===== config.mk =====
export PLATFORM = sky130hd
export DESIGN_NAME = contrast_stretch_min_max_flat
export DESIGN_NICKNAME = d
export VERILOG_FILES = /design/src/sv/csmm_pkg.sv /design/src/sv/csmm_if.sv /design/src/sv/csmm_front.sv /design/src/sv/csmm_queue.sv /design/src/sv/csmm_back.sv /design/src/sv/contrast_stretch_min_max.sv /design/src/flat_wrapper.sv
export SDC_FILE = /design/constraint.sdc
export NUM_CORES = 1
export LEC_CHECK = 0
export BUFFER_PORTS_ARGS = -buffer_cell sky130_fd_sc_hd__buf_2
export CAP_MARGIN = 5
export CELL_PAD_IN_SITES_DETAIL_PLACEMENT = 2
export CELL_PAD_IN_SITES_GLOBAL_PLACEMENT = 2
export CORE_MARGIN = 2
export CORE_UTILIZATION = 42
export DETAILED_ROUTE_END_ITERATION = 12
export PLACE_DENSITY_LB_ADDON = 0.1
export SETUP_SLACK_MARGIN = 0.02
export SLEW_MARGIN = 30
export SYNTH_ARGS = -nofsm -noshare
export SYNTH_HDL_FRONTEND = slang
export SYNTH_SLANG_ARGS = --single-unit

===== constraint.sdc =====
create_clock -name clk -period 5.9 [get_ports clk]
set_input_delay 1.18 -clock clk [delete_from_list [all_inputs] [get_ports clk]]
set_output_delay 1.18 -clock clk [all_outputs]
set_load 0.02 [all_outputs]

===== src/sv/csmm_pkg.sv =====
// ----------------------------------------------------------------------------
// csmm_pkg
// Shared constants and types of the min-max contrast stretch block.
// ----------------------------------------------------------------------------
package csmm_pkg;

  // Width of the pixel field on the input channel.
  localparam int PIXEL_PORT_BITS = 16;
  // Default number of pixel bits in use.
  localparam int PIXEL_BITS_DEF  = 16;
  // Width of the stretched result.
  localparam int OUT_BITS        = 8;
  localparam logic [OUT_BITS-1:0] OUT_MAX = 8'd255;
  // Requests that may wait between the front and the back.
  localparam int QUEUE_DEPTH     = 2;

  // Input command codes.
  localparam logic CMD_GATHER = 1'b0;
  localparam logic CMD_MAP    = 1'b1;

  // How the back part finishes a map request.
  typedef enum logic [1:0] {
    OP_ZERO = 2'd0,
    OP_FULL = 2'd1,
    OP_DIV  = 2'd2
  } op_t;

endpackage


===== src/sv/csmm_if.sv =====
// ----------------------------------------------------------------------------
// csmm_in_if / csmm_out_if
// Valid/ready channels for pixel requests and stretched results.
// ----------------------------------------------------------------------------
interface csmm_in_if
  import csmm_pkg::*;
  ();
  logic                       valid;
  logic                       ready;
  logic                       command;
  logic [PIXEL_PORT_BITS-1:0] pixel;
  logic                       first_pixel;
  logic                       last_pixel;

  modport source (output valid, command, pixel, first_pixel, last_pixel, input ready);
  modport sink   (input valid, command, pixel, first_pixel, last_pixel, output ready);
endinterface

interface csmm_out_if
  import csmm_pkg::*;
  ();
  logic                valid;
  logic                ready;
  logic [OUT_BITS-1:0] stretched;
  logic                last_out;

  modport source (output valid, stretched, last_out, input ready);
  modport sink   (input valid, stretched, last_out, output ready);
endinterface


===== src/sv/csmm_front.sv =====
// ----------------------------------------------------------------------------
// csmm_front
// Accepts pixel requests, keeps the running minimum and maximum, and turns
// each map request into a self-contained job for the back part.
// ----------------------------------------------------------------------------
module csmm_front
  import csmm_pkg::*;
#(
  parameter int PIXEL_BITS = PIXEL_BITS_DEF
) (
  input  logic                                clk,
  input  logic                                rst_n,
  input  logic                                in_valid,
  output logic                                in_ready,
  input  logic                                in_command,
  input  logic [PIXEL_PORT_BITS-1:0]          in_pixel,
  input  logic                                in_first_pixel,
  input  logic                                in_last_pixel,
  output logic                                push,
  output logic [2*PIXEL_BITS+$bits(op_t):0]   push_data,
  input  logic                                queue_full
);

  typedef struct packed {
    op_t                   op;
    logic                  last;
    logic [PIXEL_BITS-1:0] diff;
    logic [PIXEL_BITS-1:0] span;
  } entry_t;

  logic [PIXEL_BITS-1:0] min_r, min_nxt;
  logic [PIXEL_BITS-1:0] max_r, max_nxt;
  logic [PIXEL_BITS-1:0] pix;
  logic                  accept;
  entry_t                entry;

  assign in_ready = !queue_full;
  assign accept   = in_valid && in_ready;
  assign pix      = in_pixel[PIXEL_BITS-1:0];

  always_comb begin
    min_nxt = min_r;
    max_nxt = max_r;
    if (accept && (in_command == CMD_GATHER)) begin
      if (in_first_pixel) begin
        min_nxt = pix;
        max_nxt = pix;
      end else begin
        if (pix < min_r) min_nxt = pix;
        if (pix > max_r) max_nxt = pix;
      end
    end
  end

  // Classify against the levels as they stand at acceptance, so later
  // gathers cannot disturb a job already queued.
  always_comb begin
    entry.last = in_last_pixel;
    entry.diff = pix - min_r;
    entry.span = max_r - min_r;
    priority if (max_r <= min_r) begin
      entry.op = OP_ZERO;
    end else if (pix <= min_r) begin
      entry.op = OP_ZERO;
    end else if (pix >= max_r) begin
      entry.op = OP_FULL;
    end else begin
      entry.op = OP_DIV;
    end
  end

  assign push      = accept && (in_command == CMD_MAP);
  assign push_data = entry;

  always_ff @(posedge clk) begin
    if (!rst_n) begin
      min_r <= '0;
      max_r <= '0;
    end else begin
      min_r <= min_nxt;
      max_r <= max_nxt;
    end
  end

endmodule


===== src/sv/csmm_queue.sv =====
// ----------------------------------------------------------------------------
// csmm_queue
// Small first-in first-out queue between the front and the back part.
// ----------------------------------------------------------------------------
module csmm_queue
  import csmm_pkg::*;
#(
  parameter int WIDTH = 8,
  parameter int DEPTH = QUEUE_DEPTH
) (
  input  logic             clk,
  input  logic             rst_n,
  input  logic             push,
  input  logic [WIDTH-1:0] push_data,
  input  logic             pop,
  output logic [WIDTH-1:0] pop_data,
  output logic             full,
  output logic             empty
);

  localparam int PTR_W = (DEPTH > 1) ? $clog2(DEPTH) : 1;
  localparam int CNT_W = $clog2(DEPTH + 1);
  localparam logic [PTR_W-1:0] LAST_PTR = PTR_W'(DEPTH - 1);
  localparam logic [CNT_W-1:0] FULL_CNT = CNT_W'(DEPTH);

  logic [WIDTH-1:0] mem [DEPTH];
  logic [PTR_W-1:0] wr_ptr_r, wr_ptr_nxt;
  logic [PTR_W-1:0] rd_ptr_r, rd_ptr_nxt;
  logic [CNT_W-1:0] count_r, count_nxt;
  logic             do_push;
  logic             do_pop;

  assign full     = (count_r == FULL_CNT);
  assign empty    = (count_r == '0);
  assign do_push  = push && !full;
  assign do_pop   = pop && !empty;
  assign pop_data = mem[rd_ptr_r];

  always_comb begin
    wr_ptr_nxt = wr_ptr_r;
    rd_ptr_nxt = rd_ptr_r;
    count_nxt  = count_r;
    if (do_push) wr_ptr_nxt = (wr_ptr_r == LAST_PTR) ? '0 : wr_ptr_r + 1'b1;
    if (do_pop)  rd_ptr_nxt = (rd_ptr_r == LAST_PTR) ? '0 : rd_ptr_r + 1'b1;
    if (do_push && !do_pop) count_nxt = count_r + 1'b1;
    else if (do_pop && !do_push) count_nxt = count_r - 1'b1;
  end

  always_ff @(posedge clk) begin
    if (do_push) begin
      mem[wr_ptr_r] <= push_data;
    end
  end

  always_ff @(posedge clk) begin
    if (!rst_n) begin
      wr_ptr_r <= '0;
      rd_ptr_r <= '0;
      count_r  <= '0;
    end else begin
      wr_ptr_r <= wr_ptr_nxt;
      rd_ptr_r <= rd_ptr_nxt;
      count_r  <= count_nxt;
    end
  end

endmodule


===== src/sv/csmm_back.sv =====
// ----------------------------------------------------------------------------
// csmm_back
// Takes map jobs from the queue, divides (diff * 255) by the span one
// quotient bit a cycle, and holds the result in an output register.
// ----------------------------------------------------------------------------
module csmm_back
  import csmm_pkg::*;
#(
  parameter int PIXEL_BITS = PIXEL_BITS_DEF
) (
  input  logic                                clk,
  input  logic                                rst_n,
  input  logic                                queue_empty,
  input  logic [2*PIXEL_BITS+$bits(op_t):0]   pop_data,
  output logic                                pop,
  output logic                                out_valid,
  input  logic                                out_ready,
  output logic [OUT_BITS-1:0]                 out_stretched,
  output logic                                out_last_out
);

  localparam int NUM_W = PIXEL_BITS + OUT_BITS;
  localparam int DVS_W = PIXEL_BITS + OUT_BITS - 1;
  localparam int CNT_W = $clog2(OUT_BITS);
  localparam logic [CNT_W-1:0] CNT_TOP = CNT_W'(OUT_BITS - 1);

  typedef struct packed {
    op_t                   op;
    logic                  last;
    logic [PIXEL_BITS-1:0] diff;
    logic [PIXEL_BITS-1:0] span;
  } entry_t;

  typedef enum logic [2:0] {
    S_IDLE = 3'b001,
    S_DIV  = 3'b010,
    S_DONE = 3'b100
  } state_t;

  state_t              state_r, state_nxt;
  logic [NUM_W-1:0]    rem_r, rem_nxt;
  logic [DVS_W-1:0]    dvs_r, dvs_nxt;
  logic [CNT_W-1:0]    cnt_r, cnt_nxt;
  logic [OUT_BITS-1:0] quo_r, quo_nxt;
  logic                last_r, last_nxt;
  logic                out_valid_r, out_valid_nxt;
  logic [OUT_BITS-1:0] out_q_r, out_q_nxt;
  logic                out_last_r, out_last_nxt;
  entry_t              entry;
  logic                out_free;
  logic                fits;
  logic [NUM_W-1:0]    numer;

  assign entry    = pop_data;
  assign pop      = (state_r == S_IDLE) && !queue_empty;
  assign out_free = !out_valid_r || out_ready;
  // diff * 255 as diff * 256 - diff.
  assign numer    = {entry.diff, {OUT_BITS{1'b0}}} - {{OUT_BITS{1'b0}}, entry.diff};
  assign fits     = (rem_r >= {1'b0, dvs_r});

  always_comb begin
    state_nxt     = state_r;
    rem_nxt       = rem_r;
    dvs_nxt       = dvs_r;
    cnt_nxt       = cnt_r;
    quo_nxt       = quo_r;
    last_nxt      = last_r;
    out_q_nxt     = out_q_r;
    out_last_nxt  = out_last_r;
    out_valid_nxt = out_valid_r && !out_ready;
    unique case (state_r)
      S_IDLE: begin
        if (pop) begin
          last_nxt = entry.last;
          unique case (entry.op)
            OP_FULL: begin
              quo_nxt   = OUT_MAX;
              state_nxt = S_DONE;
            end
            OP_DIV: begin
              rem_nxt   = numer;
              dvs_nxt   = {entry.span, {(OUT_BITS-1){1'b0}}};
              cnt_nxt   = CNT_TOP;
              quo_nxt   = '0;
              state_nxt = S_DIV;
            end
            default: begin
              quo_nxt   = '0;
              state_nxt = S_DONE;
            end
          endcase
        end
      end
      S_DIV: begin
        if (fits) rem_nxt = rem_r - {1'b0, dvs_r};
        quo_nxt = {quo_r[OUT_BITS-2:0], fits};
        dvs_nxt = dvs_r >> 1;
        cnt_nxt = cnt_r - 1'b1;
        if (cnt_r == '0) state_nxt = S_DONE;
      end
      S_DONE: begin
        if (out_free) begin
          out_q_nxt     = quo_r;
          out_last_nxt  = last_r;
          out_valid_nxt = 1'b1;
          state_nxt     = S_IDLE;
        end
      end
      default: begin
        state_nxt = S_IDLE;
      end
    endcase
  end

  always_ff @(posedge clk) begin
    rem_r      <= rem_nxt;
    dvs_r      <= dvs_nxt;
    cnt_r      <= cnt_nxt;
    quo_r      <= quo_nxt;
    last_r     <= last_nxt;
    out_q_r    <= out_q_nxt;
    out_last_r <= out_last_nxt;
  end

  always_ff @(posedge clk) begin
    if (!rst_n) begin
      state_r     <= S_IDLE;
      out_valid_r <= 1'b0;
    end else begin
      state_r     <= state_nxt;
      out_valid_r <= out_valid_nxt;
    end
  end

  assign out_valid     = out_valid_r;
  assign out_stretched = out_q_r;
  assign out_last_out  = out_last_r;

endmodule


===== src/sv/contrast_stretch_min_max.sv =====
// ----------------------------------------------------------------------------
// contrast_stretch_min_max
// Min-max contrast stretch: gather statistics, then map pixels to 8 bits.
// ----------------------------------------------------------------------------
// The image is sent twice. Gather requests (command 0) are absorbed by the
// front part in the cycle they are accepted and give no result; first_pixel
// restarts the minimum and maximum. Map requests (command 1) are classified
// against the current levels and queued (two deep) for the back part, which
// produces floor((pixel - min) * 255 / (max - min)) with a restoring divider
// that yields one quotient bit a cycle. The back part fetches a map job in
// its idle state, forms the quotient in its divide state unless the pixel
// is clamped or the image is flat, and hands the result over in its done
// state. The result waits in an output register, so the divider starts on
// the next request while a result is still pending.
module contrast_stretch_min_max
  import csmm_pkg::*;
#(
  parameter int PIXEL_BITS = PIXEL_BITS_DEF
) (
  input  logic        clk,
  input  logic        rst_n,
  csmm_in_if.sink     in_chan,
  csmm_out_if.source  out_chan
);

  localparam int ENTRY_W = 2 * PIXEL_BITS + $bits(op_t) + 1;

  logic               push;
  logic [ENTRY_W-1:0] push_data;
  logic               pop;
  logic [ENTRY_W-1:0] pop_data;
  logic               queue_full;
  logic               queue_empty;

  csmm_front #(.PIXEL_BITS(PIXEL_BITS)) u_front (
    .clk            (clk),
    .rst_n          (rst_n),
    .in_valid       (in_chan.valid),
    .in_ready       (in_chan.ready),
    .in_command     (in_chan.command),
    .in_pixel       (in_chan.pixel),
    .in_first_pixel (in_chan.first_pixel),
    .in_last_pixel  (in_chan.last_pixel),
    .push           (push),
    .push_data      (push_data),
    .queue_full     (queue_full)
  );

  csmm_queue #(.WIDTH(ENTRY_W), .DEPTH(QUEUE_DEPTH)) u_queue (
    .clk       (clk),
    .rst_n     (rst_n),
    .push      (push),
    .push_data (push_data),
    .pop       (pop),
    .pop_data  (pop_data),
    .full      (queue_full),
    .empty     (queue_empty)
  );

  csmm_back #(.PIXEL_BITS(PIXEL_BITS)) u_back (
    .clk           (clk),
    .rst_n         (rst_n),
    .queue_empty   (queue_empty),
    .pop_data      (pop_data),
    .pop           (pop),
    .out_valid     (out_chan.valid),
    .out_ready     (out_chan.ready),
    .out_stretched (out_chan.stretched),
    .out_last_out  (out_chan.last_out)
  );

endmodule


===== src/flat_wrapper.sv =====
// flat-port wrapper written by rule: the top's interface ports become plain ports
module contrast_stretch_min_max_flat import csmm_pkg::*;
#(
  parameter int PIXEL_BITS = PIXEL_BITS_DEF
)
  (clk, rst_n, in_chan_valid, in_chan_command, in_chan_pixel, in_chan_first_pixel, in_chan_last_pixel, in_chan_ready, out_chan_valid, out_chan_stretched, out_chan_last_out, out_chan_ready);
  csmm_in_if in_chan_i ();
  csmm_out_if out_chan_i ();
  input  logic clk;
  input  logic rst_n;
  input wire logic [$bits(in_chan_i.valid)-1:0] in_chan_valid;
  input wire logic [$bits(in_chan_i.command)-1:0] in_chan_command;
  input wire logic [$bits(in_chan_i.pixel)-1:0] in_chan_pixel;
  input wire logic [$bits(in_chan_i.first_pixel)-1:0] in_chan_first_pixel;
  input wire logic [$bits(in_chan_i.last_pixel)-1:0] in_chan_last_pixel;
  output wire logic [$bits(in_chan_i.ready)-1:0] in_chan_ready;
  output wire logic [$bits(out_chan_i.valid)-1:0] out_chan_valid;
  output wire logic [$bits(out_chan_i.stretched)-1:0] out_chan_stretched;
  output wire logic [$bits(out_chan_i.last_out)-1:0] out_chan_last_out;
  input wire logic [$bits(out_chan_i.ready)-1:0] out_chan_ready;
  assign in_chan_i.valid = in_chan_valid;
  assign in_chan_i.command = in_chan_command;
  assign in_chan_i.pixel = in_chan_pixel;
  assign in_chan_i.first_pixel = in_chan_first_pixel;
  assign in_chan_i.last_pixel = in_chan_last_pixel;
  assign in_chan_ready = in_chan_i.ready;
  assign out_chan_valid = out_chan_i.valid;
  assign out_chan_stretched = out_chan_i.stretched;
  assign out_chan_last_out = out_chan_i.last_out;
  assign out_chan_i.ready = out_chan_ready;
  contrast_stretch_min_max #(.PIXEL_BITS(PIXEL_BITS)) u_core (.clk(clk), .rst_n(rst_n), .in_chan(in_chan_i), .out_chan(out_chan_i));
endmodule

* Word level (Yosys, flattened, before mapping)
Memory sizes are Yosys's and may differ from the RTL's. A register that Yosys moved wholly into a read port is not among the register bits.
Cells that the tools add are included.
** Cells by class
- $add $sub $neg :: 9
- Magnitude comparators :: 6
- Equality and inequality tests :: 11
- Multiplexer cells :: 35
- Bitwise operators :: 1
- Reductions and logical operators :: 30
** Operators by type and width (number)
- two-way mux 24 bit :: 3
- two-way mux 16 bit :: 4
- case mux 24 bit (2 select lines) :: 1
- two-way mux 23 bit :: 2
- case mux 23 bit (2 select lines) :: 1
- less-or-equal comparator 16 bit :: 2
- subtractor 16 bit :: 2
- greater-or-equal comparator 24 x 23 -> 1 bit :: 1
- subtractor 24 x 16 -> 24 bit :: 1
- subtractor 24 x 23 -> 24 bit :: 1
- two-way mux 3 bit :: 6
- greater-or-equal comparator 16 bit :: 1
- > comparator 16 bit :: 1
- < comparator 16 bit :: 1
- two-way mux 8 bit :: 2
- case mux 8 bit (2 select lines) :: 1
- two-way mux 2 bit :: 5
- AND reduction 2 bit :: 5
- logical AND 1 bit :: 9
- case mux 3 bit (3 select lines) :: 1
- two-way mux 1 bit :: 8
- nonzero test 2 bit :: 4
- zero test 1 bit :: 6
- inequality test 2 bit, second input constant :: 3
- other kinds (17) :: 21
** Word-level totals
- Register bits :: 108
- Memory bits (writable) :: 70
- Input port bits :: 23
- Output and inout port bits :: 11
- Word-level logic and storage cells :: 107
- Memories kept :: 1
** Memory list
- u_core.u_queue.mem :: words 2, bits a word 35, read ports 1, clocked after Yosys merged registers in 1, write ports 1, line csmm_queue.sv:26 : logic [WIDTH-1:0] mem [DEPTH];

* Logic depth before layout (Yosys ltp)
Gate-level depths: netlist of the first run.
- Depth after elaboration :: 9
- Depth in mapped cells :: 15
- Depth with buffers taken out :: 11

* By module
Synthesis of the first run repeated with hierarchy kept, for this count alone.
** Second synthesis, totals
- Cell total of the unflattened synthesis :: 1059
- Area total of the unflattened synthesis :: 10887.9 µm²
** By module, submodules not included
- csmm_back :: instances 1, cells an instance 507, area each 4832.1 µm², sequential area each 2122.0 µm²
- csmm_front :: instances 1, cells an instance 418, area each 3298.2 µm², sequential area each 640.6 µm²
- csmm_queue :: instances 1, cells an instance 134, area each 2757.6 µm², sequential area each 2202.1 µm²

* Worst setup path after synthesis of the first run
No wires, ideal clock.
- Path type :: reg-to-reg
- Start point :: reg (tool-made name)
- End point :: reg u_core.u_back.rem_r[0], enable pin
- Setup time :: 405 ps
- Arrival time :: 3854 ps
- Data required time :: 5495 ps
- Slack :: 1642 ps
- Stages on the path, launching flop included :: 9
- Buffers on the path :: 3
- Clock period less this slack :: 4258 ps
- Cells stage by stage :: dfxtp_1 buf_6 buf_2 buf_2 a32o_1 nand4b_1 a21oi_1 nand2_1 nor2_1
** RTL lines
- end signal: assignment :: line csmm_back.sv:116 : rem_r <= rem_nxt;
- end: declaration :: line csmm_back.sv:41 : logic [NUM_W-1:0] rem_r, rem_nxt;

* Worst setup path in the final report of the first run
- Start point :: reg u_core.u_back.dvs_r[0]
- End point :: reg u_core.u_back.rem_r[1], enable pin
** On the way
- Cells in the longest elaborated chain, start to end :: 3
** RTL lines
- start: declaration :: line csmm_back.sv:42 : logic [DVS_W-1:0] dvs_r, dvs_nxt;
- start signal: assignment :: line csmm_back.sv:117 : dvs_r <= dvs_nxt;
- greater-or-equal comparator 24 x 23 -> 1 bit :: line csmm_back.sv:59 : assign fits = (rem_r >= {1'b0, dvs_r});
- inequality test 2 bit (no source line)
- AND reduction 4 bit (no source line)
No other way between the ends.
A chain may end at the register's enable or synchronous reset.

==> impl_metrics.prom, run 1 <==
# TYPE chip_impl_metric gauge
chip_impl_metric{name="route.detailed.wl_per_inst",unit="um"} 20.55
chip_impl_metric{name="power-per-cell-area",unit="nW/um^2"} 404.5
chip_impl_metric{name="cts_buffer_depth",unit=""} 2
chip_impl_metric{name="global_route_wire_length_before_repair",unit="um"} 46440
chip_impl_metric{name="peakVddDrop",unit="V"} 0.0001731
chip_impl_metric{name="post_route_non_filler_standard_cell_count",unit=""} 1409
chip_impl_metric{name="first_pass_iters",unit=""} 4
chip_impl_metric{name="synth-warning-count",unit=""} 0
chip_impl_metric{name="final_antenna_net_count",unit=""} 0
chip_impl_info{name="layout.cells.most_common_list",value="138 x sky130_fd_sc_hd__edfxtp_1, 87 x sky130_fd_sc_hd__inv_1, 83 x sky130_fd_sc_hd__ha_1"} 1
chip_impl_metric{name="final_nets",unit=""} 1175
chip_impl_metric{name="via_count",unit=""} 7704
chip_impl_metric{name="timing_max_transition_violations_final",unit=""} 0
chip_impl_metric{name="cell_count_post_placement",unit=""} 1376
chip_impl_metric{name="grt_max_degree",unit=""} 42
chip_impl_metric{name="setup.reg_to_reg.worst_slack",unit="ns"} 2.35
chip_impl_metric{name="fmaxAchievable",unit="MHz"} 281.9
chip_impl_metric{name="final-setup-viol-count",unit=""} 0
chip_impl_metric{name="grt_overflow_total",unit=""} 0
chip_impl_metric{name="fin_util",unit="%"} 47.42
chip_impl_metric{name="die-area",unit="sq um"} 27000
chip_impl_metric{name="multiInputGateArea",unit="sq um"} 5390
chip_impl_metric{name="first_global_vias",unit=""} 8601
chip_impl_metric{name="timing_worst_slew_pin_value",unit="ns"} 0.8358
chip_impl_info{name="setup.worst_path.start",value="u_core.u_back.dvs_r[0]$_SDFFCE_PN0P_"} 1
chip_impl_metric{name="async_reset_ff_share",unit="%"} 0
chip_impl_metric{name="wirelength",unit="um"} 28960
chip_impl_metric{name="crit_arrival",unit="ns"} 3.67
chip_impl_info{name="synthDominantAreaCellType",value="sky130_fd_sc_hd__edfxtp_1"} 1
chip_impl_metric{name="crit_fanout",unit=""} 17
chip_impl_metric{name="core_area",unit="sq um"} 25180
chip_impl_metric{name="area_of_the_mapped_netlist",unit="sq um"} 10800
chip_impl_info{name="yosys_most_used_dff",value="sky130_fd_sc_hd__edfxtp_1"} 1
chip_impl_metric{name="drt_via_density",unit=""} 5.468
chip_impl_info{name="crit-reg2reg-launch",value="u_core.u_back.dvs_r[0]$_SDFFCE_PN0P_"} 1
chip_impl_metric{name="cts_hold_repair.buffers",unit=""} 0
chip_impl_info{name="critPathLaunchType",value="flop"} 1
chip_impl_metric{name="clkLatencyLatePin",unit="ns"} 0.45
chip_impl_metric{name="final.setup_skew",unit="ns"} 0.01636
chip_impl_metric{name="synth_area_per_cell",unit="sq um"} 10.46
chip_impl_metric{name="area.growth.synth_to_final",unit="%"} 10.60
chip_impl_metric{name="finalHoldViolCount",unit=""} 0
chip_impl_metric{name="die_h",unit="um"} 164.3
chip_impl_info{name="worst_reg2reg_endpoint",value="u_core.u_back.rem_r[1]$_DFFE_PP_"} 1
chip_impl_metric{name="grt.total_usage",unit="%"} 22.46
chip_impl_info{name="worst_hold_path_type",value="reg2reg"} 1
chip_impl_info{name="grt_setup_unrepaired",value="no"} 1
chip_impl_metric{name="first_iter_violations",unit=""} 341
chip_impl_metric{name="initial_core_util",unit="%"} 42.87
chip_impl_metric{name="post_cts_resize_count",unit=""} 0
chip_impl_info{name="final_common_cell",value="sky130_fd_sc_hd__edfxtp_1"} 1
chip_impl_info{name="clock_tree_from_tritoncts",value="yes"} 1
chip_impl_metric{name="cellLeakagePower",unit="nW"} 4.640
chip_impl_metric{name="antenna-diode-count",unit=""} 0
chip_impl_metric{name="yosysTopAreaCellShare",unit="%"} 38.39
chip_impl_metric{name="die_x",unit="um"} 164.3
chip_impl_metric{name="syn_nets",unit=""} 1141
chip_impl_metric{name="layout_worst_path_cycle_share",unit="%"} 60.12
chip_impl_info{name="path_class",value="reg2reg"} 1
chip_impl_metric{name="synth.distinct_cells",unit=""} 68
chip_impl_metric{name="tritoncts_num_sinks",unit=""} 179
chip_impl_metric{name="synth_edf_count",unit=""} 138
chip_impl_info{name="worstHoldEndpoint",value="u_core.u_back.out_stretched[7]$_DFFE_PP_"} 1
chip_impl_metric{name="synthCells",unit=""} 1032
chip_impl_metric{name="grt_antenna_before_repair",unit=""} 0
chip_impl_metric{name="ioPinCount",unit=""} 34
chip_impl_metric{name="final_replace_weighted_congestion",unit=""} 0.7955
chip_impl_info{name="clk_root_buffer_cell",value="sky130_fd_sc_hd__clkbuf_16"} 1
chip_impl_metric{name="min_path_cells",unit=""} 0
chip_impl_info{name="worst_hold_startpoint",value="u_core.u_back.quo_r[7]$_DFFE_PP_"} 1
chip_impl_metric{name="nFillCells",unit=""} 2639
chip_impl_metric{name="worstPathRequired",unit="ns"} 6.02
chip_impl_metric{name="route.detailed.drc",unit=""} 0
chip_impl_metric{name="floorplan.rows",unit=""} 58
chip_impl_metric{name="timing.max_slew.rel_slack",unit="%"} 44.17
chip_impl_metric{name="postSynthRegisterBits",unit=""} 179
chip_impl_metric{name="cts-htree-levels",unit=""} 4
chip_impl_metric{name="max_cap_viol_count",unit=""} 0
chip_impl_metric{name="finalSetupTns",unit="ns"} 0
chip_impl_metric{name="cts_inserted_buffers",unit=""} 17
chip_impl_metric{name="postCtsSetupBuffers",unit=""} 0
chip_impl_info{name="sort_of_element_at_the_end_of_the_critical_path",value="flop"} 1
chip_impl_metric{name="io_buffer_count",unit=""} 33
chip_impl_metric{name="regArea",unit="sq um"} 4969
chip_impl_metric{name="fin_crit",unit="ns"} 3.547
chip_impl_metric{name="worst-r2r-cell-count",unit=""} 10
chip_impl_metric{name="ratio_of_cells_with_drive_above_1_in_the_final_layout",unit="%"} 9.824
chip_impl_metric{name="seq_area_frac_synth",unit="%"} 45.99
chip_impl_info{name="netlist_top_cells_area",value="sky130_fd_sc_hd__edfxtp_1 38%, sky130_fd_sc_hd__ha_1 9.6%, sky130_fd_sc_hd__dfxtp_1 7.6%"} 1
chip_impl_metric{name="placement.cell_area",unit="sq um"} 11340
chip_impl_metric{name="hpwlAfterDp",unit="um"} 22610
chip_impl_metric{name="postLayoutCellArea",unit="sq um"} 11940
chip_impl_info{name="outcome",value="completed"} 1
chip_impl_metric{name="clk_transition_reported_paths",unit="ns"} 0.08
## cell families (layout without fill, tap and decap cells)
kind of cell,after synthesis,after routing,synth area share (%)
DFF,179,179,45.99
AOI/OAI and AO/OA,235,235,14.24
and+or+nand+nor,281,281,13.19
xor gates and xnor gates,69,69,5.598
muxes,68,68,6.502
adders and majority gates,86,86,10.18
buffers and inverters,114,161,4.300
## report_power, final
group          internal (mW)  leakage (nW)  switching, mW  total, mW
clock                  0.606         0.289          0.536       1.14
sequential              1.67          1.59          0.141       1.82
combinational          0.742          2.76           1.13       1.87
total                   3.02          4.64           1.81       4.83
## critical path, cell delays in order, from the launching register on
cell	delay (ns)
sky130_fd_sc_hd__edfxtp_1	0.38
sky130_fd_sc_hd__ha_1	0.23
sky130_fd_sc_hd__fa_1	0.40
sky130_fd_sc_hd__nand2b_1	0.22
sky130_fd_sc_hd__a21oi_1	0.31
sky130_fd_sc_hd__o21ai_0	0.17
sky130_fd_sc_hd__a21oi_1	0.27
sky130_fd_sc_hd__o31ai_1	0.19
sky130_fd_sc_hd__o2111a_1	0.30
sky130_fd_sc_hd__nor2_2	0.38
sky130_fd_sc_hd__buf_4	0.36
## worst max path at each step
stage	to	cells past startpoint
2_1_floorplan	u_core.u_back.rem_r[0]$_DFFE_PP_	8
5_1_grt	u_core.u_back.rem_r[9]$_DFFE_PP_	10
3_3_place_gp	u_core.u_front.min_r[1]$_SDFFE_PN0P_	12
4_1_cts	u_core.u_back.rem_r[22]$_DFFE_PP_	10
3_5_place_dp	u_core.u_queue.mem[0][33]$_DFFE_PP_	12
6_report	u_core.u_back.rem_r[1]$_DFFE_PP_	10
## stage by stage
stage,hold slack (ns),setup slack [ns],power [mW]
finish,0.4264,2.353,4.830
global route,0.4387,2.171,5.122
CTS,0.4251,2.243,4.871
detailed placement,0.4056,2.013,3.707
global placement,0.4042,2.130,3.593
floorplan,0.4003,1.642,3.156
## cell usage after synthesis (41+ instances only)
cell type,number
sky130_fd_sc_hd__nor2b_1,42
sky130_fd_sc_hd__dfxtp_1,41
sky130_fd_sc_hd__edfxtp_1,138
sky130_fd_sc_hd__mux2i_1,60
sky130_fd_sc_hd__a21o_1,42
sky130_fd_sc_hd__xnor2_1,45
sky130_fd_sc_hd__ha_1,83
sky130_fd_sc_hd__nor2_1,63
sky130_fd_sc_hd__o21ai_0,53
sky130_fd_sc_hd__nand2_1,68
sky130_fd_sc_hd__inv_1,87
sky130_fd_sc_hd__a21oi_1,69
## per-layer routing
| layer | vias to the layer above | GRT usage (%) | part of all wire, % |
|---|---|---|---|
| met5 | - | 0 | 0 |
| met2 | 80 | 40.55 | 51 |
| li1 | 3776 | - | - |
| met1 | 3816 | 27.85 | 45 |
| met3 | 32 | 2.753 | 1.7 |
| met4 | 0 | 7.018 | 2.0 |
## state kept, by name, summed over array words and instances (netlist names), named ones only
signal	count
u_core.u_back.state_r	3
u_core.u_back.dvs_r	23
u_core.u_front.min_r	16
u_core.u_back.quo_r	8
u_core.u_back.out_stretched	8
u_core.u_queue.rd_ptr_r	1
u_core.u_back.last_r	1
u_core.u_back.out_valid	1
u_core.u_queue.wr_ptr_r	1
u_core.u_back.out_last_out	1
u_core.u_queue.count_r	2
u_core.u_queue.mem	70
u_core.u_front.max_r	16
u_core.u_back.rem_r	24
u_core.u_back.cnt_r	3
## final cells by class
cell class              instances  share of cell area [%]
flip-flops and latches        179                   41.61
well taps                     330                   3.458
multi-input cells             739                   45.14
clock inverters                11                  0.9221
repair buffers                 42                   2.096
clock buffers                  21                   4.034
inverters                      87                   2.735
Power figures use the tool's default switching activity.
==> run 2, diff against run 1 <==
- clock period: 5.9 -> 3.3 ns (I/O delays scaled with it)
==> impl_metrics.prom, run 2 (synthesis results as in run 1) <==
# TYPE chip_impl_metric gauge
chip_impl_info{name="outcome",value="completed"} 1
chip_impl_info{name="layout.cells.most_common_list",value="138 x sky130_fd_sc_hd__edfxtp_1, 87 x sky130_fd_sc_hd__inv_1, 83 x sky130_fd_sc_hd__ha_1"} 1
chip_impl_metric{name="layout_worst_path_cycle_share",unit="%"} 95.04
chip_impl_metric{name="placement.cell_area",unit="sq um"} 11440
chip_impl_metric{name="crit_fanout",unit=""} 16
chip_impl_metric{name="max_cap_viol_count",unit=""} 0
chip_impl_metric{name="cts_inserted_buffers",unit=""} 17
chip_impl_metric{name="floorplan.rows",unit=""} 58
chip_impl_metric{name="postCtsSetupBuffers",unit=""} 0
chip_impl_info{name="sort_of_element_at_the_end_of_the_critical_path",value="flop"} 1
chip_impl_metric{name="hpwlAfterDp",unit="um"} 23790
chip_impl_metric{name="finalHoldViolCount",unit=""} 0
chip_impl_metric{name="grt.total_usage",unit="%"} 23.81
chip_impl_metric{name="multiInputGateArea",unit="sq um"} 5405
chip_impl_metric{name="regArea",unit="sq um"} 4969
chip_impl_metric{name="fin_crit",unit="ns"} 3.136
chip_impl_metric{name="die_x",unit="um"} 164.3
chip_impl_metric{name="global_route_wire_length_before_repair",unit="um"} 49110
chip_impl_metric{name="tritoncts_num_sinks",unit=""} 179
chip_impl_metric{name="worstPathRequired",unit="ns"} 3.47
chip_impl_metric{name="power-per-cell-area",unit="nW/um^2"} 734.4
chip_impl_info{name="worst_reg2reg_endpoint",value="u_core.u_back.rem_r[23]$_DFFE_PP_"} 1
chip_impl_metric{name="drt_via_density",unit=""} 5.556
chip_impl_metric{name="route.detailed.drc",unit=""} 0
chip_impl_metric{name="initial_core_util",unit="%"} 42.87
chip_impl_info{name="clk_root_buffer_cell",value="sky130_fd_sc_hd__clkbuf_16"} 1
chip_impl_info{name="reg_top3",value="u_core.u_queue.mem: 70 flops, u_core.u_back.rem_r: 24 flops, u_core.u_back.dvs_r: 23 flops"} 1
chip_impl_metric{name="clkLatencyLatePin",unit="ns"} 0.44
chip_impl_metric{name="grt_antenna_before_repair",unit=""} 0
chip_impl_metric{name="final_nets",unit=""} 1188
chip_impl_metric{name="postLayoutCellArea",unit="sq um"} 12050
chip_impl_metric{name="final_replace_weighted_congestion",unit=""} 0.8197
chip_impl_metric{name="fmaxAchievable",unit="MHz"} 318.9
chip_impl_metric{name="area.growth.synth_to_final",unit="%"} 11.60
chip_impl_metric{name="cts_buffer_depth",unit=""} 2
chip_impl_metric{name="ratio_of_cells_with_drive_above_1_in_the_final_layout",unit="%"} 11.26
chip_impl_metric{name="timing_worst_slew_pin_value",unit="ns"} 0.8893
chip_impl_metric{name="final-setup-viol-count",unit=""} 0
chip_impl_info{name="max_flop_register",value="u_core.u_queue.mem"} 1
chip_impl_info{name="worstHoldEndpoint",value="u_core.u_queue.mem[0][32]$_DFFE_PP_"} 1
chip_impl_metric{name="final.setup_skew",unit="ns"} 0.01742
chip_impl_metric{name="cts_hold_repair.buffers",unit=""} 0
chip_impl_metric{name="die-area",unit="sq um"} 27000
chip_impl_info{name="worst_hold_path_type",value="in2reg"} 1
chip_impl_metric{name="final_antenna_net_count",unit=""} 0
chip_impl_metric{name="setup.reg_to_reg.worst_slack",unit="ns"} 0.16
chip_impl_metric{name="grt_overflow_total",unit=""} 0
chip_impl_metric{name="first_iter_violations",unit=""} 433
chip_impl_info{name="final_common_cell",value="sky130_fd_sc_hd__edfxtp_1"} 1
chip_impl_metric{name="timing_max_transition_violations_final",unit=""} 0
chip_impl_metric{name="first_pass_iters",unit=""} 4
chip_impl_metric{name="largest_register_ffs",unit=""} 70
chip_impl_metric{name="core_area",unit="sq um"} 25180
chip_impl_info{name="clock_tree_from_tritoncts",value="yes"} 1
chip_impl_metric{name="via_count",unit=""} 7900
chip_impl_metric{name="min_path_cells",unit=""} 1
chip_impl_metric{name="crit_arrival",unit="ns"} 3.31
chip_impl_metric{name="wirelength",unit="um"} 30870
chip_impl_metric{name="nFillCells",unit=""} 2637
chip_impl_info{name="path_class",value="reg2reg"} 1
chip_impl_metric{name="io_buffer_count",unit=""} 33
chip_impl_metric{name="clk_transition_reported_paths",unit="ns"} 0.08
chip_impl_metric{name="timing.max_slew.rel_slack",unit="%"} 40.45
chip_impl_metric{name="route.detailed.wl_per_inst",unit="um"} 21.71
chip_impl_metric{name="die_h",unit="um"} 164.3
chip_impl_info{name="critPathLaunchType",value="flop"} 1
chip_impl_metric{name="first_global_vias",unit=""} 8739
chip_impl_info{name="worst_hold_startpoint",value="in_chan_last_pixel"} 1
chip_impl_metric{name="report.power.total",unit="mW"} 8.848
chip_impl_metric{name="ioPinCount",unit=""} 34
chip_impl_metric{name="worst-r2r-cell-count",unit=""} 9
chip_impl_metric{name="cts-htree-levels",unit=""} 4
chip_impl_metric{name="cellLeakagePower",unit="nW"} 4.715
chip_impl_metric{name="antenna-diode-count",unit=""} 0
chip_impl_metric{name="peakVddDrop",unit="V"} 0.0003694
chip_impl_info{name="grt_setup_unrepaired",value="no"} 1
chip_impl_metric{name="grt_max_degree",unit=""} 44
==> run 2: changes by cell type in the layout (fill, tap and decap cells not counted), sizes merged <==
cell / delta
inv: +3
bufinv: +1
buf: +13
clkbuf: -2
clkinvlp: -1
clkinv: -1
==> run 2: how the worst max path moves through the flow <==
stage               slack [ns]                              start                                  end
floorplan                 0.05                               flop    u_core.u_back.rem_r[23]$_DFFE_PP_
global placement          0.13                   in_chan_pixel[0]  u_core.u_queue.mem[1][33]$_DFFE_PP_
detailed placement       -0.02                   in_chan_pixel[0]  u_core.u_queue.mem[1][33]$_DFFE_PP_
CTS                       0.10                               flop    u_core.u_back.rem_r[23]$_DFFE_PP_
global route              0.03  u_core.u_back.dvs_r[14]$_DFFE_PP_     u_core.u_back.rem_r[8]$_DFFE_PP_
finish                    0.16                               flop    u_core.u_back.rem_r[23]$_DFFE_PP_
==> run 2: final cells by class <==
type / instances / area share [%]
Clock inverter: 13 / 1.111
Tap cell: 330 / 3.427
Sequential cell: 179 / 41.24
Multi-Input combinational cell: 739 / 44.86
Clock buffer: 19 / 3.801
Timing Repair Buffer: 55 / 2.846
Inverter: 87 / 2.711
==> run 2: repair_timing <==
action                     CTS  global route
pin swaps                    0             0
cloned                       0             0
setup endpoints to repair    1             6
gates resized for setup      1             3
==> run 2: metal layers <==
layer	part of all wire [%]	GRT usage (%)
met4	2.7	7.974
met1	45	29.57
met3	2.0	2.955
met2	51	42.66
met5	0	0
==> run 2: critical path: stages, from the launching register on <==
cell,delay [ns]
sky130_fd_sc_hd__dfxtp_4,0.50
sky130_fd_sc_hd__buf_4,0.33
sky130_fd_sc_hd__mux2i_1,0.33
sky130_fd_sc_hd__ha_1,0.37
sky130_fd_sc_hd__a21oi_1,0.23
sky130_fd_sc_hd__nand2_1,0.08
sky130_fd_sc_hd__or3_1,0.35
sky130_fd_sc_hd__or3b_1,0.39
sky130_fd_sc_hd__xnor2_1,0.19
sky130_fd_sc_hd__mux2i_1,0.09
==> run 2: report_power, final <==
group / switching (mW) / internal [mW] / leakage [nW]
registers: 0.211 / 3.00 / 1.59
logic: 2.16 / 1.39 / 2.82
clock network: 0.959 / 1.12 / 0.298
==> run 2: through the flow <==
step	setup slack (ns)	util (%)	setup TNS (ns)	hold slack, ns	std cells
final	0.1638	47.84	0	0.4147	1422
after floorplan	0.04601	-	0	0.4003	1032
after global routing	0.02750	47.84	0	0.4071	1422
after global placement	0.1308	45.44	0	0.4089	1390
after detailed placement	-0.01872	45.44	-0.05124	0.4327	1390
after CTS	0.1039	47.80	0	0.4093	1422
==> run 3, diff against run 2 <==
- clock period: 3.3 -> 3.6 ns (I/O delays scaled with it)
==> impl_metrics.prom, run 3 (synthesis results as in run 1) <==
# TYPE chip_impl_metric gauge
chip_impl_metric{name="ioPinCount",unit=""} 34
chip_impl_info{name="reg_top3",value="u_core.u_queue.mem: 70 flops, u_core.u_back.rem_r: 24 flops, u_core.u_back.dvs_r: 23 flops"} 1
chip_impl_metric{name="first_global_vias",unit=""} 8793
chip_impl_metric{name="regArea",unit="sq um"} 4969
chip_impl_metric{name="wirelength",unit="um"} 30160
chip_impl_metric{name="global_route_wire_length_before_repair",unit="um"} 48390
chip_impl_metric{name="final_antenna_net_count",unit=""} 0
chip_impl_metric{name="grt_max_degree",unit=""} 42
chip_impl_metric{name="final_nets",unit=""} 1180
chip_impl_metric{name="area.growth.synth_to_final",unit="%"} 10.87
chip_impl_metric{name="clk_transition_reported_paths",unit="ns"} 0.08
chip_impl_metric{name="cell_count_post_placement",unit=""} 1381
chip_impl_metric{name="clkLatencyLatePin",unit="ns"} 0.45
chip_impl_metric{name="first_iter_violations",unit=""} 317
chip_impl_metric{name="drt_via_density",unit=""} 5.511
chip_impl_metric{name="max_cap_viol_count",unit=""} 0
chip_impl_metric{name="antenna-diode-count",unit=""} 0
chip_impl_info{name="path_class",value="reg2reg"} 1
chip_impl_metric{name="cts_inserted_buffers",unit=""} 17
chip_impl_metric{name="die-area",unit="sq um"} 27000
chip_impl_info{name="critPathLaunchType",value="flop"} 1
chip_impl_metric{name="postCtsSetupBuffers",unit=""} 0
chip_impl_metric{name="post_route_non_filler_standard_cell_count",unit=""} 1414
chip_impl_metric{name="timing_max_transition_violations_final",unit=""} 0
chip_impl_metric{name="fmaxAchievable",unit="MHz"} 297.4
chip_impl_metric{name="floorplan.rows",unit=""} 58
chip_impl_metric{name="finalHoldViolCount",unit=""} 0
chip_impl_metric{name="layout_worst_path_cycle_share",unit="%"} 93.41
chip_impl_metric{name="post_cts_resize_count",unit=""} 0
chip_impl_metric{name="cts_hold_repair.buffers",unit=""} 0
chip_impl_metric{name="die_h",unit="um"} 164.3
chip_impl_metric{name="die_x",unit="um"} 164.3
chip_impl_metric{name="timing_worst_slew_pin_value",unit="ns"} 0.8901
chip_impl_metric{name="largest_register_ffs",unit=""} 70
chip_impl_metric{name="peakVddDrop",unit="V"} 0.0002787
chip_impl_metric{name="cts_buffer_depth",unit=""} 2
chip_impl_metric{name="grt_antenna_before_repair",unit=""} 0
chip_impl_metric{name="finalSetupTns",unit="ns"} 0
chip_impl_info{name="final_common_cell",value="sky130_fd_sc_hd__edfxtp_1"} 1
chip_impl_metric{name="multiInputGateArea",unit="sq um"} 5395
chip_impl_info{name="grt_setup_unrepaired",value="yes"} 1
chip_impl_metric{name="cellLeakagePower",unit="nW"} 4.663
chip_impl_metric{name="initial_core_util",unit="%"} 42.87
chip_impl_metric{name="route.detailed.wl_per_inst",unit="um"} 21.33
chip_impl_metric{name="crit_fanout",unit=""} 3
chip_impl_metric{name="grt_overflow_total",unit=""} 0
chip_impl_info{name="sort_of_element_at_the_end_of_the_critical_path",value="flop"} 1
chip_impl_metric{name="hpwlAfterDp",unit="um"} 22840
chip_impl_metric{name="nFillCells",unit=""} 2594
chip_impl_metric{name="cts-htree-levels",unit=""} 4
chip_impl_metric{name="io_buffer_count",unit=""} 33
chip_impl_metric{name="final-setup-viol-count",unit=""} 0
chip_impl_metric{name="final_replace_weighted_congestion",unit=""} 0.8523
chip_impl_metric{name="core_area",unit="sq um"} 25180
chip_impl_info{name="layout.cells.most_common_list",value="138 x sky130_fd_sc_hd__edfxtp_1, 87 x sky130_fd_sc_hd__inv_1, 83 x sky130_fd_sc_hd__ha_1"} 1
chip_impl_metric{name="route.detailed.drc",unit=""} 0
chip_impl_metric{name="first_pass_iters",unit=""} 4
chip_impl_info{name="outcome",value="completed"} 1
chip_impl_info{name="clk_root_buffer_cell",value="sky130_fd_sc_hd__clkbuf_16"} 1
chip_impl_metric{name="timing.max_slew.rel_slack",unit="%"} 40.53
chip_impl_metric{name="grt.total_usage",unit="%"} 23.60
chip_impl_metric{name="crit_arrival",unit="ns"} 3.62
chip_impl_metric{name="tritoncts_num_sinks",unit=""} 179
chip_impl_metric{name="final.setup_skew",unit="ns"} 0.01626
chip_impl_metric{name="via_count",unit=""} 7792
chip_impl_metric{name="ratio_of_cells_with_drive_above_1_in_the_final_layout",unit="%"} 10.24
chip_impl_info{name="clock_tree_from_tritoncts",value="yes"} 1
chip_impl_metric{name="worstPathRequired",unit="ns"} 3.85
chip_impl_info{name="max_flop_register",value="u_core.u_queue.mem"} 1
chip_impl_metric{name="power-per-cell-area",unit="nW/um^2"} 670.9
chip_impl_info{name="worst_hold_path_type",value="reg2reg"} 1
chip_impl_metric{name="fin_crit",unit="ns"} 3.363
==> run 3: worst paths after layout <==
check | depth (start not counted) | startpoint | slack [ns] | end
worst max register to register | 11 | u_core.u_front.max_r[0]$_SDFFE_PN0P_ | 0.24 | u_core.u_queue.mem[1][33]$_DFFE_PP_
worst min register to register | 0 | u_core.u_back.quo_r[7]$_DFFE_PP_ | 0.43 | u_core.u_back.out_stretched[7]$_DFFE_PP_
worst min-delay path | 0 | u_core.u_back.quo_r[7]$_DFFE_PP_ | 0.43 | u_core.u_back.out_stretched[7]$_DFFE_PP_
worst max-delay path | 11 | u_core.u_front.max_r[0]$_SDFFE_PN0P_ | 0.24 | u_core.u_queue.mem[1][33]$_DFFE_PP_
==> run 3: critical path, stage by stage, from the launching register on <==
cell and delay [ns]:
sky130_fd_sc_hd__dfxtp_1 0.33, sky130_fd_sc_hd__inv_1 0.07, sky130_fd_sc_hd__ha_1 0.22, sky130_fd_sc_hd__fa_1 0.41, sky130_fd_sc_hd__nor2b_1 0.15, sky130_fd_sc_hd__o21ai_0 0.12, sky130_fd_sc_hd__a21boi_0 0.38, sky130_fd_sc_hd__o2111ai_1 0.26
sky130_fd_sc_hd__nand3_1 0.18, sky130_fd_sc_hd__a41oi_1 0.22, sky130_fd_sc_hd__a2111oi_1 0.55, sky130_fd_sc_hd__nor2b_1 0.30
==> run 3: area by class of cell <==
type	instances	share of cell area (%)
clock buffer	17	3.554
clock inverter	15	1.338
inverter	87	2.728
multi-input combinational	739	45.08
sequential	179	41.51
tap	330	3.450
timing repair buffer	47	2.342
==> run 3: report_power, final <==
part           switching, mW  total (mW)  leakage, nW  internal [mW]
Clock                  0.900        1.89        0.289          0.987
Sequential             0.188        2.93         1.59           2.74
Combinational           1.97        3.21         2.78           1.24
Total                   3.06        8.03         4.66           4.97
==> run 3: metal layers <==
layer | track usage, % | routed length [um]
met1 | 28.35 | 13320
met2 | 44.28 | 16000
met3 | 2.677 | 451
met4 | 6.499 | 388
met5 | 0 | 0
==> run 3: metrics by stage <==
step                hold WS (ns)  instance area [sq um]  worst slack, ns  utilization, %  power, mW
global route              0.4334                  11970          0.02077           47.53      8.507
detailed placement        0.4107                  11370           0.1166           45.16      6.122
global placement          0.4043                  11370           0.3432           45.16      5.947
finish                    0.4285                  11970           0.2374           47.53      8.030
CTS                       0.4302                  11960           0.1938           47.48      8.082
floorplan                 0.4003                  10800          0.08065               -      5.176
